==> src/rtl/hbd_pkg.sv <==
// Shared types and constants for the HTTP body deframer.
// Parse phases, error codes, register indexes and the structs between modules.
// No dependencies.
package hbd_pkg;

  localparam int unsigned MaxSizeDigitsDefault = 8;

  localparam logic [7:0] ByteCr = 8'd13;
  localparam logic [7:0] ByteLf = 8'd10;

  localparam logic [31:0] MaxBodySizeReset   = 32'd1048576;
  localparam logic [31:0] ContentLengthReset = 32'd0;

  typedef enum logic [2:0] {
    PH_SIZE    = 3'd0,
    PH_SIZE_LF = 3'd1,
    PH_DATA    = 3'd2,
    PH_DATA_CR = 3'd3,
    PH_DATA_LF = 3'd4,
    PH_END_CR  = 3'd5,
    PH_END_LF  = 3'd6,
    PH_DONE    = 3'd7
  } phase_e;

  typedef enum logic [1:0] {
    ERR_NONE      = 2'd0,
    ERR_MALFORMED = 2'd1,
    ERR_TOO_LARGE = 2'd2
  } err_e;

  typedef enum logic [1:0] {
    CFG_CHUNKED     = 2'd0,
    CFG_MAX_SIZE    = 2'd1,
    CFG_CONTENT_LEN = 2'd2
  } cfg_idx_e;

  typedef struct packed {
    logic        chunked;
    logic [31:0] max_size;
    logic [31:0] content_len;
  } cfg_t;

  typedef struct packed {
    logic data_valid;
    logic body_done;
    err_e error_code;
  } result_t;

endpackage

==> src/rtl/http_body_deframer.sv <==
// HTTP request body deframer, top level.
// Input and result registers around hbd_parser; configuration in hbd_cfg_regs.
// Depends on hbd_pkg, hbd_cfg_regs, hbd_parser.
//
// Usage:
//   Raw body bytes enter on in_byte_i with in_valid_i; a transfer happens at a
//   clock edge where in_valid_i is high and in_stall_o is low. Each byte gives
//   exactly one result on data_byte_o, data_valid_o, body_done_o, error_code_o,
//   transferred where out_valid_o is high and out_stall_i is low.
//   data_byte_o is the input byte when data_valid_o is set and zero otherwise.
//   The result is registered: a byte passes the input register and then the
//   result register. One byte per cycle is sustained while out_stall_i is
//   low; the single state update between the two registers sets that rate.
//   When the receiver stalls, the result holds, the byte in the input register
//   waits, and in_stall_o rises once both registers are full.
//   Configuration writes (chunked mode, max body size, content length) are
//   taken every cycle on cfg_valid_i; write only while no byte is in flight.
//   Reset empties both registers, clears the framing state and the sticky error,
//   and loads the register defaults; no byte is lost or invented across a stall.
module http_body_deframer #(
  parameter int unsigned MAX_SIZE_DIGITS = hbd_pkg::MaxSizeDigitsDefault
) (
  input  logic        clk_i,
  input  logic        rst_ni,
  input  logic        in_valid_i,
  output logic        in_stall_o,
  input  logic [7:0]  in_byte_i,
  output logic        out_valid_o,
  input  logic        out_stall_i,
  output logic [7:0]  data_byte_o,
  output logic        data_valid_o,
  output logic        body_done_o,
  output logic [1:0]  error_code_o,
  input  logic        cfg_valid_i,
  output logic        cfg_ready_o,
  input  logic [1:0]  cfg_index_i,
  input  logic [31:0] cfg_data_i
);
  import hbd_pkg::*;

  cfg_t    cfg;
  result_t res;

  logic       in_vld_q, in_vld_d;
  logic [7:0] in_byte_q;
  logic       out_vld_q, out_vld_d;
  logic [7:0] data_byte_q;
  logic       data_valid_q;
  logic       body_done_q;
  err_e       err_q;
  logic       out_load;
  logic       in_take;

  hbd_cfg_regs u_cfg (
    .clk_i       (clk_i),
    .rst_ni      (rst_ni),
    .cfg_valid_i (cfg_valid_i),
    .cfg_ready_o (cfg_ready_o),
    .cfg_index_i (cfg_index_i),
    .cfg_data_i  (cfg_data_i),
    .cfg_o       (cfg)
  );

  hbd_parser #(
    .MAX_SIZE_DIGITS (MAX_SIZE_DIGITS)
  ) u_parser (
    .clk_i     (clk_i),
    .rst_ni    (rst_ni),
    .advance_i (out_load),
    .byte_i    (in_byte_q),
    .cfg_i     (cfg),
    .res_o     (res)
  );

  assign out_load   = in_vld_q && (!out_vld_q || !out_stall_i);
  assign in_stall_o = in_vld_q && !out_load;
  assign in_take    = in_valid_i && !in_stall_o;

  always_comb begin
    in_vld_d = in_vld_q;
    if (in_take) in_vld_d = 1'b1;
    else if (out_load) in_vld_d = 1'b0;
    out_vld_d = out_vld_q;
    if (out_load) out_vld_d = 1'b1;
    else if (!out_stall_i) out_vld_d = 1'b0;
  end

  always_ff @(posedge clk_i or negedge rst_ni) begin
    if (!rst_ni) begin
      in_vld_q  <= 1'b0;
      out_vld_q <= 1'b0;
    end else begin
      in_vld_q  <= in_vld_d;
      out_vld_q <= out_vld_d;
    end
  end

  always_ff @(posedge clk_i) begin
    if (in_take) in_byte_q <= in_byte_i;
    if (out_load) begin
      data_byte_q  <= res.data_valid ? in_byte_q : 8'd0;
      data_valid_q <= res.data_valid;
      body_done_q  <= res.body_done;
      err_q        <= res.error_code;
    end
  end

  assign out_valid_o  = out_vld_q;
  assign data_byte_o  = data_byte_q;
  assign data_valid_o = data_valid_q;
  assign body_done_o  = body_done_q;
  assign error_code_o = err_q;

endmodule

==> src/rtl/hbd_cfg_regs.sv <==
// Configuration registers of the HTTP body deframer.
// Depends on hbd_pkg for register indexes and the cfg_t struct.
module hbd_cfg_regs (
  input  logic          clk_i,
  input  logic          rst_ni,
  input  logic          cfg_valid_i,
  output logic          cfg_ready_o,
  input  logic [1:0]    cfg_index_i,
  input  logic [31:0]   cfg_data_i,
  output hbd_pkg::cfg_t cfg_o
);
  import hbd_pkg::*;

  cfg_t cfg_q, cfg_d;

  assign cfg_ready_o = 1'b1;
  assign cfg_o       = cfg_q;

  always_comb begin
    cfg_d = cfg_q;
    if (cfg_valid_i) begin
      unique case (cfg_index_i)
        CFG_CHUNKED:     cfg_d.chunked     = cfg_data_i[0];
        CFG_MAX_SIZE:    cfg_d.max_size    = cfg_data_i;
        CFG_CONTENT_LEN: cfg_d.content_len = cfg_data_i;
        default: ;
      endcase
    end
  end

  always_ff @(posedge clk_i or negedge rst_ni) begin
    if (!rst_ni) begin
      cfg_q.chunked     <= 1'b0;
      cfg_q.max_size    <= MaxBodySizeReset;
      cfg_q.content_len <= ContentLengthReset;
    end else begin
      cfg_q <= cfg_d;
    end
  end

endmodule

==> src/rtl/hbd_parser.sv <==
// Framing state and per-byte update of the HTTP body deframer.
// Chunked size-line parsing, length-mode counting, size limits, sticky errors.
// Depends on hbd_pkg.
module hbd_parser #(
  parameter int unsigned MAX_SIZE_DIGITS = hbd_pkg::MaxSizeDigitsDefault
) (
  input  logic             clk_i,
  input  logic             rst_ni,
  input  logic             advance_i,
  input  logic [7:0]       byte_i,
  input  hbd_pkg::cfg_t    cfg_i,
  output hbd_pkg::result_t res_o
);
  import hbd_pkg::*;

  localparam int unsigned CntW = $clog2(MAX_SIZE_DIGITS + 1);

  phase_e        phase_q, phase_d;
  logic [31:0]   rem_q, rem_d;
  logic [32:0]   total_q, total_d;
  logic [CntW-1:0] cnt_q, cnt_d;
  err_e          err_q, err_d;
  logic          done_q, done_d;
  logic          pay;

  logic [4:0]    hex;
  logic [32:0]   tot_inc;
  logic [33:0]   tot_chunk;

  function automatic logic [4:0] hex_decode(input logic [7:0] b);
    logic [4:0] r;
    r = 5'd0;
    if (b >= 8'd48 && b <= 8'd57) begin
      r = {1'b1, 4'(b - 8'd48)};
    end else if (b >= 8'd97 && b <= 8'd102) begin
      r = {1'b1, 4'(b - 8'd87)};
    end else if (b >= 8'd65 && b <= 8'd70) begin
      r = {1'b1, 4'(b - 8'd55)};
    end
    return r;
  endfunction

  assign hex       = hex_decode(byte_i);
  assign tot_inc   = total_q + 33'd1;
  assign tot_chunk = {1'b0, total_q} + {2'b00, rem_q};

  always_comb begin
    phase_d = phase_q;
    rem_d   = rem_q;
    total_d = total_q;
    cnt_d   = cnt_q;
    err_d   = err_q;
    done_d  = done_q;
    pay     = 1'b0;
    if (err_q == ERR_NONE) begin
      if (cfg_i.chunked) begin
        unique case (phase_q)
          PH_SIZE: begin
            if (byte_i == ByteCr) begin
              if (cnt_q == '0) err_d = ERR_MALFORMED;
              else phase_d = PH_SIZE_LF;
            end else if (!hex[4] || cnt_q >= CntW'(MAX_SIZE_DIGITS)) begin
              err_d = ERR_MALFORMED;
            end else if (rem_q[31:28] != 4'd0) begin
              err_d = ERR_TOO_LARGE;
            end else begin
              rem_d = {rem_q[27:0], hex[3:0]};
              cnt_d = cnt_q + 1'b1;
            end
          end
          PH_SIZE_LF: begin
            if (byte_i != ByteLf) begin
              err_d = ERR_MALFORMED;
            end else if (rem_q == 32'd0) begin
              phase_d = PH_END_CR;
            end else if (tot_chunk > {2'b00, cfg_i.max_size}) begin
              err_d = ERR_TOO_LARGE;
            end else begin
              phase_d = PH_DATA;
            end
          end
          PH_DATA: begin
            rem_d   = rem_q - 32'd1;
            total_d = tot_inc;
            pay     = 1'b1;
            if (rem_q == 32'd1) phase_d = PH_DATA_CR;
          end
          PH_DATA_CR: begin
            if (byte_i != ByteCr) err_d = ERR_MALFORMED;
            else phase_d = PH_DATA_LF;
          end
          PH_DATA_LF: begin
            if (byte_i != ByteLf) begin
              err_d = ERR_MALFORMED;
            end else begin
              phase_d = PH_SIZE;
              rem_d   = 32'd0;
              cnt_d   = '0;
            end
          end
          PH_END_CR: begin
            if (byte_i != ByteCr) err_d = ERR_MALFORMED;
            else phase_d = PH_END_LF;
          end
          PH_END_LF: begin
            if (byte_i != ByteLf) begin
              err_d = ERR_MALFORMED;
            end else begin
              phase_d = PH_DONE;
              done_d  = 1'b1;
            end
          end
          PH_DONE: err_d = ERR_MALFORMED;
        endcase
      end else begin
        if (done_q) begin
          err_d = ERR_MALFORMED;
        end else begin
          if (total_q == {1'b0, cfg_i.content_len}) done_d = 1'b1;
          if (tot_inc > {1'b0, cfg_i.max_size}) begin
            err_d = ERR_TOO_LARGE;
          end else if (tot_inc > {1'b0, cfg_i.content_len}) begin
            err_d = ERR_MALFORMED;
          end else begin
            total_d = tot_inc;
            pay     = 1'b1;
            if (tot_inc == {1'b0, cfg_i.content_len}) done_d = 1'b1;
          end
        end
      end
    end
  end

  assign res_o.data_valid = pay;
  assign res_o.body_done  = done_d;
  assign res_o.error_code = err_d;

  always_ff @(posedge clk_i or negedge rst_ni) begin
    if (!rst_ni) begin
      phase_q <= PH_SIZE;
      rem_q   <= 32'd0;
      total_q <= 33'd0;
      cnt_q   <= '0;
      err_q   <= ERR_NONE;
      done_q  <= 1'b0;
    end else if (advance_i) begin
      phase_q <= phase_d;
      rem_q   <= rem_d;
      total_q <= total_d;
      cnt_q   <= cnt_d;
      err_q   <= err_d;
      done_q  <= done_d;
    end
  end

`ifndef NO_ASSERTIONS
  a_sticky_error: assert property (@(posedge clk_i) disable iff (!rst_ni)
    (err_q != ERR_NONE) |=> (err_q == $past(err_q)) && $stable(phase_q)
      && $stable(total_q) && $stable(done_q))
    else $error("state changed after a sticky error");

  a_data_nonzero: assert property (@(posedge clk_i) disable iff (!rst_ni)
    (phase_q == PH_DATA) |-> (rem_q != 32'd0))
    else $error("data phase with no bytes remaining");

  a_pay_no_error: assert property (@(posedge clk_i) disable iff (!rst_ni)
    pay |-> (err_q == ERR_NONE) && (err_d == ERR_NONE))
    else $error("payload passed with an error");

  a_digit_bound: assert property (@(posedge clk_i) disable iff (!rst_ni)
    cnt_q <= CntW'(MAX_SIZE_DIGITS))
    else $error("size digit count over limit");
`endif

endmodule

==> config.mk <==
export PLATFORM = sky130hd
export DESIGN_NAME = http_body_deframer
export DESIGN_NICKNAME = d
export VERILOG_FILES = /design/src/rtl/hbd_pkg.sv /design/src/rtl/http_body_deframer.sv /design/src/rtl/hbd_cfg_regs.sv /design/src/rtl/hbd_parser.sv
export SDC_FILE = /design/constraint.sdc
export NUM_CORES = 1
export LEC_CHECK = 0
export BUFFER_PORTS_ARGS = -buffer_cell sky130_fd_sc_hd__buf_2
export CAP_MARGIN = 30
export CORE_ASPECT_RATIO = 0.8
export CORE_MARGIN = 2
export CORE_UTILIZATION = 45
export DETAILED_ROUTE_END_ITERATION = 6
export SLEW_MARGIN = 40
export SYNTH_ARGS = -nofsm -noshare
export SYNTH_HDL_FRONTEND = slang
export SYNTH_HIERARCHICAL = 1
export SYNTH_SLANG_ARGS = --single-unit
==> constraint.sdc <==
create_clock -name clk_i -period 4.25 [get_ports clk_i]
set_input_delay 0.2125 -clock clk_i [delete_from_list [all_inputs] [get_ports clk_i]]
set_output_delay 0.2125 -clock clk_i [all_outputs]
set_load 0.005 [all_outputs]
Word level (Yosys, flattened, before mapping)
Cells that the tools add are included.
{"block": "totals", "elab_cells": 160, "regBits": 162}
{"block": "op_classes", "eq_ne": 32, "mux": 63, "n_addsub": 7, "n_reduce_logical": 32, "order_cmp": 10}
{"operator": "33-bit 2-to-1 mux", "n": 5}
{"operator": "32-bit 2-to-1 mux", "n": 4}
{"operator": "32-bit one-hot mux with 3 select lines", "n": 1}
{"operator": "33-bit by 32-bit equality test with 1-bit output", "n": 2}
{"operator": "33-bit by 32-bit > comparator with 1-bit output", "n": 2}
{"operator": "33-bit by 32-bit adder with 34-bit output", "n": 1}
{"operator": "34-bit by 32-bit > comparator with 1-bit output", "n": 1}
{"operator": "33-bit by 1-bit adder with 33-bit output (second input constant)", "n": 1}
{"operator": "32-bit by 1-bit equality test with 1-bit output (second input constant)", "n": 1}
{"operator": "32-bit logical NOT", "n": 1}
{"operator": "32-bit by 1-bit subtractor with 32-bit output (second input constant)", "n": 1}
{"operator": "3-bit 2-to-1 mux", "n": 10}
{"operator": "2-bit 2-to-1 mux", "n": 14}
{"operator": "2-bit inequality test (second input constant)", "n": 12}
{"operator": "3-bit one-hot mux with 7 select lines", "n": 1}
{"operator": "1-bit 2-to-1 mux", "n": 19}
{"operator": "8-bit by 7-bit greater-or-equal comparator with 1-bit output (second input constant)", "n": 2}
{"operator": "8-bit by 7-bit <= comparator with 1-bit output (second input constant)", "n": 2}
{"operator": "4-bit 2-to-1 mux", "n": 4}
{"operator": "8-bit by 4-bit inequality test with 1-bit output (second input constant)", "n": 2}
{"operator": "8-bit AND reduction", "n": 2}
{"operator": "5-bit 2-to-1 mux", "n": 3}
{"operator": "13-bit AND reduction", "n": 1}
{"operator": "3-bit equality test (second input constant)", "n": 4}
{"operator": "other kinds (28)", "n": 48}

Depth between registers and ports, before layout
{"block": "logic_depth", "ltp_word": 12, "ltp_mapped": 20}

Modules after synthesis
The synthesis kept the hierarchy.
{"mod": "hbd_parser", "cells_per_inst": 1200, "area_per_inst_um2": 9379.0, "instances": 1}
{"mod": "hbd_cfg_regs", "cells_per_inst": 141, "area_per_inst_um2": 2613.8, "instances": 1}
{"mod": "http_body_deframer", "cells_per_inst": 36, "area_per_inst_um2": 743.2, "instances": 1}

Least setup slack after synthesis
No wires, ideal clock.
{"block": "synth_path", "path_type": "reg-to-reg", "from": "register u_parser.total_q[0]", "to": "register err_q[1] (netlist: error_code_o[1]) (data pin)", "period_less_slack_ns": 4.533, "t_arrival_ns": 4.262, "path_buffers": 0, "stages_incl_launch_ff": 20, "setup_slack_ns": -0.283, "cell_sequence": "dfrtp_1 > ha_1 > fa_1 > a211oi_1 > o211ai_1 > a31o_2 > o211ai_1 > a31oi_1 > o21ai_0 > nor2b_1 > xnor2_1 > ha_1 > nand4_1 > or3_1 > o31ai_1 > o22ai_1 > nor4_1 > o21ai_0 > nor2_1 > o221ai_1"}
{"element": "from (decl)", "line_no": "hbd_parser.sv:20", "source": "logic [32:0] total_q, total_d;"}
{"element": "from (signal assigned)", "line_no": "hbd_parser.sv:149", "source": "total_q <= total_d;"}
{"element": "to (signal assigned)", "line_no": "http_body_deframer.sv:104", "source": "err_q <= res.error_code;"}
{"element": "to (decl)", "line_no": "http_body_deframer.sv:50", "source": "err_e err_q;"}

==> results by group <==
Cells and area
  • Layout cell share with drive strength beyond 1: 31.2%
  • Final Cell Area: about 0.017 sq mm
  • Final #Nets: between 1.5k and 2k
  • Area delta synth->final: 30.6%
  • ANT cells: 0
  • Most common cell after layout, fill and taps aside: buf_4
  • # fillers: 2435
  • Most frequent cells in the layout: buf_4, dfrtp_1, ha_1

STA
  • Slew HR: between 40% and 50%
  • RSZ-0062 raised after global routing: yes
  • Max Fclk: around 200 MHz
  • Final hold violations: 0
  • Setup ws final: -0.633 ns
  • Worst-Margin Slew: 0.869 ns
  • Clock skew: 0.0111 ns
  • Hold WS: 0.0105 ns
  • Fin crit period: ~5 ns
  • Period utilisation layout: 115%
  • Slew Limit Fails: 0
  • Final Setup Violations: 47

Placed design
  • IO buf count: 60
  • GP Congestion: 0.947
  • HPWL Detailed: 29500 um
  • Placed instance area: approximately 0.015 sq mm

Worst setup path
  • Req. time, crit path: 4.42 ns
  • Slowest-stage cell, CP: or4_4
  • Critical path capture point type: flip-flop
  • Startpoint Class: flip-flop
  • Reg2Reg Launch Point: u_parser/total_q[0]
  • Most used cell, CP: buf_6
  • Crit path depth: 20
  • Register-to-register setup slack: -0.63 ns
  • CP peak stage delay: roughly 0.54 ns
  • R2R depth: 20
  • Cells along the critical path: buf_6 > ha_4 > fa_2 > a211oi_2 > o211ai_1 > a31o_2 > buf_4 > a21o_1 > a21oi_2 > xnor2_1 > ha_1 > nand4_1 > or4_4 > buf_6 > o31ai_4 > nor3_2 > nor4_1 > o21ai_1 > nor2_1 > o221ai_1
  • Worst setup path start: u_parser/total_q[0]
  • CP Max Fanout: 3
  • CP delay by family, top: compound AO/OA/AOI/OAI gates
  • Critical path class: reg -> reg
  • CP bufs+invs: 3
  • CP endpoint: error_code_o[1]
  • Worst EP arrival: ~5.1 ns
  • Worst r2r dst: error_code_o[1]

Run status
  • Failing checks: setup timing
  • Status: finished with violations

Pwr
  • Peak VDD IR: 271 uV
  • Switching Share: between 30 and 40%
  • Leakage power: 8.60 nW
  • Part of the power in the clock network: 36.9%
  • P_sw: ~0.0013 W
  • Final total power: 0.00417 W
  • Power per cell area: 251 mW/mm^2
  • Logic pwr share: between 10% and 20%
  • Sequential Power Share: a little over two fifths
  • Internal Power: ~0.0029 W

Clocking
  • TritonCTS Sinks: 162
  • CTS tree: yes
  • CTS max path bufs: 2
  • Clk root buf: clkbuf_16
  • Htree depth: 4
  • Clock slew at reported path FFs: 0.07 ns
  • Worst-Skew Late Latency: 0.44 ns
  • Cts bufs inserted: 17

Drt
  • Drc violations: 0
  • Final antenna-violating net count: 0
  • Initial DRC count: 1070
  • Wirelength per Cell: 19.4 um
  • Drt first pass iters: 7
  • Routed vias/inst: roughly 5.7
  • Via count: 11.6k
  • Post-Route WL: 39500 um

Die
  • Initial core utilization: a little under half
  • Core Area: 0.0281 sq mm
  • Die W: 192 um
  • Num rows: 55
  • Die ar.: 0.0297 sq mm
  • Die Ht: 154 um
  • Ports: 62

Job
  • Max-cap violation count: 0

Global routing
  • Vias in the first global route: 11.3k
  • First-pass GRT wire length: 62400 um
  • GRT Resource Usage Total: roughly 27%
  • GR Overflow Total: 0
  • Pin count of the biggest net entering global routing: 76
  • Initial antenna violation count: 0

Synth
  • Sequential share of the synthesized area: 32.6%
  • Mapped Cells: 1377
  • Synth warn: 6
  • Yosys top cell by area: dfrtp_1
  • Top post-synthesis cells by area: dfrtp_1, ha_1, edfxtp_1
  • Syn Nets: 1562
  • Synthesized cell area: 0.0127 sq mm
  • Asr flop ratio synth: between 80 and 90%
  • Top cell type's share of synthesized area: around 28%
  • Post-synth cell types: between 80 and 90
  • Mapped Avg Cell Area: 9.25 sq um
  • Top_reg_cell synth: dfrtp_1
  • Number of synthesized flops with an enable pin: 20
  • Yosys reg bits: between 150 and 200

Min path
  • Worst Hold Class: in -> reg
==> power groups by stage <==
stage                     Sequential [W]  Clock (W)  Combinational [W]
after floorplan                  0.00180          0           0.000469
after global placement           0.00184          0           0.000719
after detailed placement         0.00184          0           0.000740
after CTS                        0.00181    0.00157           0.000784
after global routing             0.00183    0.00163           0.000895
final                            0.00181    0.00154           0.000819
==> cell usage after synthesis (all sizes together) (7+ instances only) <==
cell type and number:
dfrtp 141, nand2b 11, a31oi 16, and2 15
a21oi 109, clkbuf 41, xor2 66, and3 12
nand4 39, nor2 76, or3 11, a32oi 9
o21ai 98, a22oi 11, buf 20, a211oi 11
nor4 19, nand2 70, mux2 66, o211ai 8
nor3 56, nand3 35, a21o 19, o22ai 7
o31ai 7, or2 8, nor2b 10, edfxtp 20
xnor2 58, inv 96, and4 7, ha 137
==> routing by layer <==
metal / global-route usage [%] / wire length (um) / vias up
met1: 40.1 / 18600 / 5646
li1: - / - / 5574
met4: 6.58 / 646 / 0
met3: 4.20 / 2400 / 50
met5: 0 / 0 / -
met2: 41.7 / 17800 / 352
==> metrics by stage <==
stage	worst slack, ns	cells	TNS [ns]	utilization [%]
detailed placement	-0.720	1948	-13.15	52.6
global placement	-0.609	1948	-7.73	52.6
finish	-0.633	2031	-11.26	59.3
CTS	-0.481	2024	-7.41	58.3
floorplan	-0.0100	1377	-0.0100	-
global route	-0.738	2031	-18.71	59.3
==> kinds of logic after synthesis <==
family / Yosys count / share of synthesized area, %
adders and majority gates: 138 / 13.6
and+or+nand+nor: 388 / 16.5
xor gates and xnor gates: 124 / 8.59
DFF: 162 / 32.6
AOI/OAI and AO/OA: 338 / 16.3
muxes: 69 / 7.01
buffers and inverters: 157 / 5.35
other: 1 / 0.0294
==> worst reg2reg max path, stage by stage (launching register included) <==
cell and delay (ns):
dfrtp_1 0.40, buf_6 0.13, ha_4 0.16, fa_2 0.37
a211oi_2 0.25, o211ai_1 0.16, a31o_2 0.30, buf_4 0.15
a21o_1 0.16, a21oi_2 0.13, xnor2_1 0.10, ha_1 0.30
nand4_1 0.21, or4_4 0.54, buf_6 0.16, o31ai_4 0.27
nor3_2 0.08, nor4_1 0.29, o21ai_1 0.17, nor2_1 0.17
o221ai_1 0.12
==> layout make-up <==
type / instances / area [sq um] / share of cell area (%)
Multi-Input combinational cell: 1058 / 8680 / 52.2
Sequential cell: 162 / 4160 / 25.0
Timing Repair Buffer: 313 / 2410 / 14.5
Clock buffer: 20 / 467 / 2.81
Tap cell: 370 / 463 / 2.78
Inverter: 96 / 360 / 2.17
Clock inverter: 12 / 97.6 / 0.587
==> worst min-delay path by stage <==
| stage | start | to | slack [ns] | cells after the start |
|---|---|---|---|---|
| after floorplan | rst_ni | in_vld_q | -0.08 | 0 |
| after global placement | rst_ni | u_parser/cnt_q[1] | 0.32 | 1 |
| after detailed placement | rst_ni | u_parser/cnt_q[0] | 0.32 | 1 |
| after CTS | cfg_data_i[18] | u_cfg/cfg_o[50] | 0.0005 | 2 |
| after global routing | cfg_data_i[3] | u_cfg/cfg_o[3] | 0.004 | 2 |
| final | cfg_data_i[2] | u_cfg/cfg_o[34] | 0.01 | 2 |
==> what timing repair did <==
item,4_1_cts,5_1_grt
resized for setup,118,44
hold buffers,19,0
setup buffers,22,8
setup endpoints to repair,49,50
cloned,3,0
pin swaps,72,62
endpoints found under the hold margin,93,0
==> registers in the layout (all words and copies together), names as in the netlist <==
register	cells
data_valid_o	1
in_vld_q	1
u_parser/cnt_q	4
u_parser/total_q	33
data_byte_o	8
in_byte_q	8
u_cfg/cfg_o	65
u_parser/rem_q	32
u_parser/done_q	1
u_parser/phase_q	3
body_done_o	1
out_valid_o	1
error_code_o	2
u_parser/err_q	2
No activity file was read; power rests on OpenSTA's default activity.
